## src/hw/rtl/shp_pkg.sv

```systemverilog
// ============================================================================
// shp_pkg: shared types and constants of the 3x3 sharpen stream filter
// Pixel and line-store types, border flags, register indexes and sizes.
// ============================================================================
`default_nettype none

package shp_pkg;

    localparam int unsigned MAX_WIDTH  = 2048;
    localparam int unsigned MAX_HEIGHT = 2048;

    localparam int unsigned CHAN_W    = 8;
    localparam int unsigned DIM_W     = 12;
    localparam int unsigned CFG_IDX_W = 4;
    localparam int unsigned COL_W     = $clog2(MAX_WIDTH);
    localparam int unsigned ROW_W     = $clog2(MAX_HEIGHT);
    // item count runs up to width*height + width
    localparam int unsigned CNT_W     = $clog2(MAX_WIDTH * MAX_HEIGHT + MAX_WIDTH + 1);

    localparam logic [DIM_W-1:0] WIDTH_RST  = DIM_W'(640);
    localparam logic [DIM_W-1:0] HEIGHT_RST = DIM_W'(480);

    localparam logic KIND_PIXEL = 1'b0;
    localparam logic KIND_FLUSH = 1'b1;

    typedef enum logic [CFG_IDX_W-1:0] {
        REG_FRAME_WIDTH  = CFG_IDX_W'(0),
        REG_FRAME_HEIGHT = CFG_IDX_W'(1)
    } cfg_reg_t;

    typedef struct packed {
        logic [CHAN_W-1:0] red;
        logic [CHAN_W-1:0] green;
        logic [CHAN_W-1:0] blue;
    } pixel_t;

    // one column of the two previous rows
    typedef struct packed {
        pixel_t upper;
        pixel_t lower;
    } line_entry_t;

    // which neighbors fall outside the frame
    typedef struct packed {
        logic top;
        logic bottom;
        logic left;
        logic right;
    } border_t;

    // zero reads as one, large values saturate to the bound
    function automatic logic [DIM_W-1:0] limit_size(input logic [DIM_W-1:0] v,
                                                    input int unsigned maxv);
        logic [DIM_W-1:0] res;
        begin
            res = v;
            if (v == '0)
            begin
                res = DIM_W'(1);
            end
            else if (32'(v) > maxv)
            begin
                res = DIM_W'(maxv);
            end
            return res;
        end
    endfunction

endpackage

`default_nettype wire

```

## src/hw/rtl/shp_kernel.sv

```systemverilog
// ============================================================================
// shp_kernel: sharpen kernel on one pixel
// 5*center minus the four direct neighbors, clipped to 0..255 per channel.
// ============================================================================
`default_nettype none

module shp_kernel (
    input  wire shp_pkg::pixel_t c,
    input  wire shp_pkg::pixel_t a,
    input  wire shp_pkg::pixel_t b,
    input  wire shp_pkg::pixel_t l,
    input  wire shp_pkg::pixel_t r,
    output shp_pkg::pixel_t      y
);

    function automatic logic [shp_pkg::CHAN_W-1:0] sharpen_chan(
        input logic [shp_pkg::CHAN_W-1:0] cc,
        input logic [shp_pkg::CHAN_W-1:0] ca,
        input logic [shp_pkg::CHAN_W-1:0] cb,
        input logic [shp_pkg::CHAN_W-1:0] cl,
        input logic [shp_pkg::CHAN_W-1:0] cr);
        logic [shp_pkg::CHAN_W+3:0] pos;
        logic [shp_pkg::CHAN_W+3:0] neg;
        logic [shp_pkg::CHAN_W+3:0] diff;
        logic [shp_pkg::CHAN_W-1:0] res;
        begin
            pos  = {2'b00, cc, 2'b00} + {4'b0000, cc};
            neg  = {4'b0000, ca} + {4'b0000, cb} + {4'b0000, cl} + {4'b0000, cr};
            diff = pos - neg;
            if (neg > pos)
            begin
                res = '0;
            end
            else if (diff > (shp_pkg::CHAN_W + 4)'(255))
            begin
                res = '1;
            end
            else
            begin
                res = diff[shp_pkg::CHAN_W-1:0];
            end
            return res;
        end
    endfunction

    always_comb
    begin
        y.red   = sharpen_chan(c.red, a.red, b.red, l.red, r.red);
        y.green = sharpen_chan(c.green, a.green, b.green, l.green, r.green);
        y.blue  = sharpen_chan(c.blue, a.blue, b.blue, l.blue, r.blue);
    end

endmodule

`default_nettype wire
```

## config.mk

```make
export PLATFORM = sky130hd
export DESIGN_NAME = shp_kernel
export DESIGN_NICKNAME = d
export VERILOG_FILES = /design/src/hw/rtl/shp_pkg.sv /design/src/hw/rtl/shp_kernel.sv
export SDC_FILE = /design/constraint.sdc
export NUM_CORES = 1
export LEC_CHECK = 0
export BUFFER_PORTS_ARGS = -buffer_cell sky130_fd_sc_hd__clkbuf_2
export CORE_UTILIZATION = 55
export DETAILED_ROUTE_END_ITERATION = 7
export GPL_TIMING_DRIVEN = 0
export MAX_ROUTING_LAYER = met4
export PLACE_DENSITY = 0.85
export REMOVE_ABC_BUFFERS = 1
export SYNTH_ARGS = -nofsm -noshare
export SYNTH_HDL_FRONTEND = slang
export SYNTH_SLANG_ARGS = --single-unit
export TNS_END_PERCENT = 30
```

## constraint.sdc

```tcl
create_clock -name vclk -period 6.4
set_clock_uncertainty 0.05 [all_clocks]
set_input_delay 0.64 -clock vclk [all_inputs]
set_output_delay 0.64 -clock vclk [all_outputs]
set_load 0.01 [all_outputs]
```

==> metrics <==
status=complete, no violations; Mean Syn Cell Area=8.002 µm²; fin nets=988; DR vias/cell=5.395; max cap viols=0; Remaining DRCs=0; Worst Hold Class=primary input to output port; routability cong.=0.9052; synth warn=0; f_max=167.2 MHz; # rows=33; critical-path cell list=clkbuf_2 > inv_1 > fa_1 > inv_1 > fa_1 > ha_1 > fa_1 > a21o_1 > a21oi_1 > o21bai_1 > a21oi_1 > xor2_1 > ha_1 > a2111oi_0 > o21ai_0 > or3b_2 > nand2b_1 > a211oi_4 > buf_4 > a31oi_1 > clkbuf_2; Worst setup SP type=primary input; layout sequential cell count=0; Least-Margin Pin Slew=0.5981 ns; Post-DP Area=5554 µm²; register area=0 µm²; Power Density=429.2 nW/µm²; HPWL after DPL=9.803 mm; crit path from=a[9]; first-pass GRT wire length=18.04 mm; largest net degree at the start of global routing=9; mapped cell area=4713 µm²; Max Slew Vio Count=0; Tmin final=5.982 ns; Crit path arrival time=5.29 ns; critical path type=primary input to output port; register area share after synthesis=0; post-route setup slack=0.4175 ns; Netlist cell types=57; Crit. End Element=output port; initial antenna violation count=0; Starting DRT DRC Count=129; Critical Path End=y[12]; top cell type's share of synthesized area=0.2294; CP Max Fanout=8; Routed WL per cell=12.75 µm; Tot GR Track Use=0.2492; layout cells sized above 1=0.2189; Initial Util=0.5708; RSZ-0062 raised after global routing=false; final-layout clock buffer total=0; M1 wire length=4.389 mm; die width=94.57 µm; Mapped Cells=589; pre-CTS setup slack=0.2939 ns; setup_tns=0 ns; maximum vdd drop=0.3311 mV; cell area after layout=5569 µm²; Pleak=3.158 nW; CP peak stage delay=0.54 ns; die height=94.57 µm; total die area=8943 µm²; Area Overhead vs Synth=18.16%; met2 wire length=5.743 mm; global route overflow=0; Final Hold Fails=0; max layer used=met4; met3 routed WL=330 µm; antenna cell count=0; synth cell count leaders=inv_1, ha_1, fa_1; most common cell in the netlist=inv_1; DR pass1 iterations=6; Vias=4510; # fillers=709; Worst EP required=5.71 ns; Slew headroom=0.6013; vias in the first global route=4512; core area=8258 µm²; most used cell, CP=fa_1; largest cells by area after synthesis=fa_1, ha_1, inv_1; cell taking the most area after synthesis=fa_1; DRT Wirelength=10.66 mm; CP max stage cell=fa_1; ANT nets after route=0; area of the multi-input gates=4199 µm²; fin crit share=0.9348; Final setup violation count=0; Ports=144; IO buf count=144
[placed cells by master (no fill, tap or decap), types with 2 or more instances in the layout]
master and instances:
a221o_1 2, a21oi_1 40, or3_1 2, nand3_1 8
a2111oi_0 2, o21bai_1 8, xnor2_1 26, a21boi_2 2
inv_1 136, ha_1 81, a211oi_1 8, o2111ai_1 2
a31oi_1 17, and3_1 2, nor2b_1 10, a221oi_2 3
nand2_1 20, clkbuf_2 144, nor3_1 5, xor2_1 23
fa_1 54, o211ai_1 2, a21o_1 20, nand4_1 2
and2_1 2, o21a_1 11, o21ai_0 21, o211a_1 2
a21boi_1 4, nor2_1 27, nand2b_1 13, o41a_1 3
or2_1 2, nor2_2 2, a211o_1 2
[what timing repair did]
| item | in CTS | in global routing |
|---|---|---|
| resized for setup | 0 | 1 |
| buffers inserted | 0 | 1 |
| hold buffers | 0 | 0 |
| endpoints found under the setup margin | 0 | 8 |
[kinds of logic (layout without fill, tap and decap cells)]
logic type	count (synthesis)	count (layout)	share of synthesized area
adders and majority gates	135	135	0.4444
muxes	1	1	0.002389
AOI/OAI and AO/OA	166	166	0.2471
xor gates and xnor gates	49	49	0.09105
and+or+nand+nor	99	99	0.1043
buffers and inverters	139	281	0.1107
[critical path: cells and delay by family]
kind                     cells  cell delay [ns]
adder cells (fa/ha/maj)      5             1.99
AND/OR/NAND/NOR              2             0.34
buffers and inverters        5             0.51
XOR/XNOR                     1             0.21
AO/OA/AOI/OAI                8             1.59
[power by group]
group | leakage (nW) | internal (W) | switching [W]
combinational | 3.16 | 0.00103 | 0.00136
sequential | 0 | 0 | 0
clock | 0 | 0 | 0
[how the worst min path moves through the flow]
stage	startpoint	to	slack, ns	cells past startpoint
6_report	c[16]	y[16]	1.67	5
5_1_grt	c[16]	y[16]	1.73	5
4_1_cts	c[16]	y[16]	1.68	5
3_5_place_dp	c[16]	y[16]	1.68	5
3_3_place_gp	c[16]	y[16]	1.67	5
2_1_floorplan	c[16]	y[16]	1.46	3
[through the flow]
stage,hold slack (ns),util,power (W),std cells
final,1.675,0.6744,0.002390,836
after floorplan,1.456,-,0.001776,586
after global routing,1.731,0.6744,0.002659,836
after CTS,1.681,0.6726,0.002365,835
after global placement,1.666,0.6726,0.002256,835
after detailed placement,1.680,0.6726,0.002348,835
[final cells by class]
cell class / count / area share
multi-input combinational: 450 / 0.7540
timing repair buffer: 145 / 0.1308
inverter: 136 / 0.09166
tap: 105 / 0.02359
[per-layer routing]
| layer | vias to the layer above | global-route usage |
|---|---|---|
| met2 | 108 | 0.4921 |
| met3 | 18 | 0.01208 |
| li1 | 2276 | - |
| met4 | 0 | 0.04924 |
| met5 | - | - |
| met1 | 2108 | 0.2742 |
(Power assumes the default switching activity.)
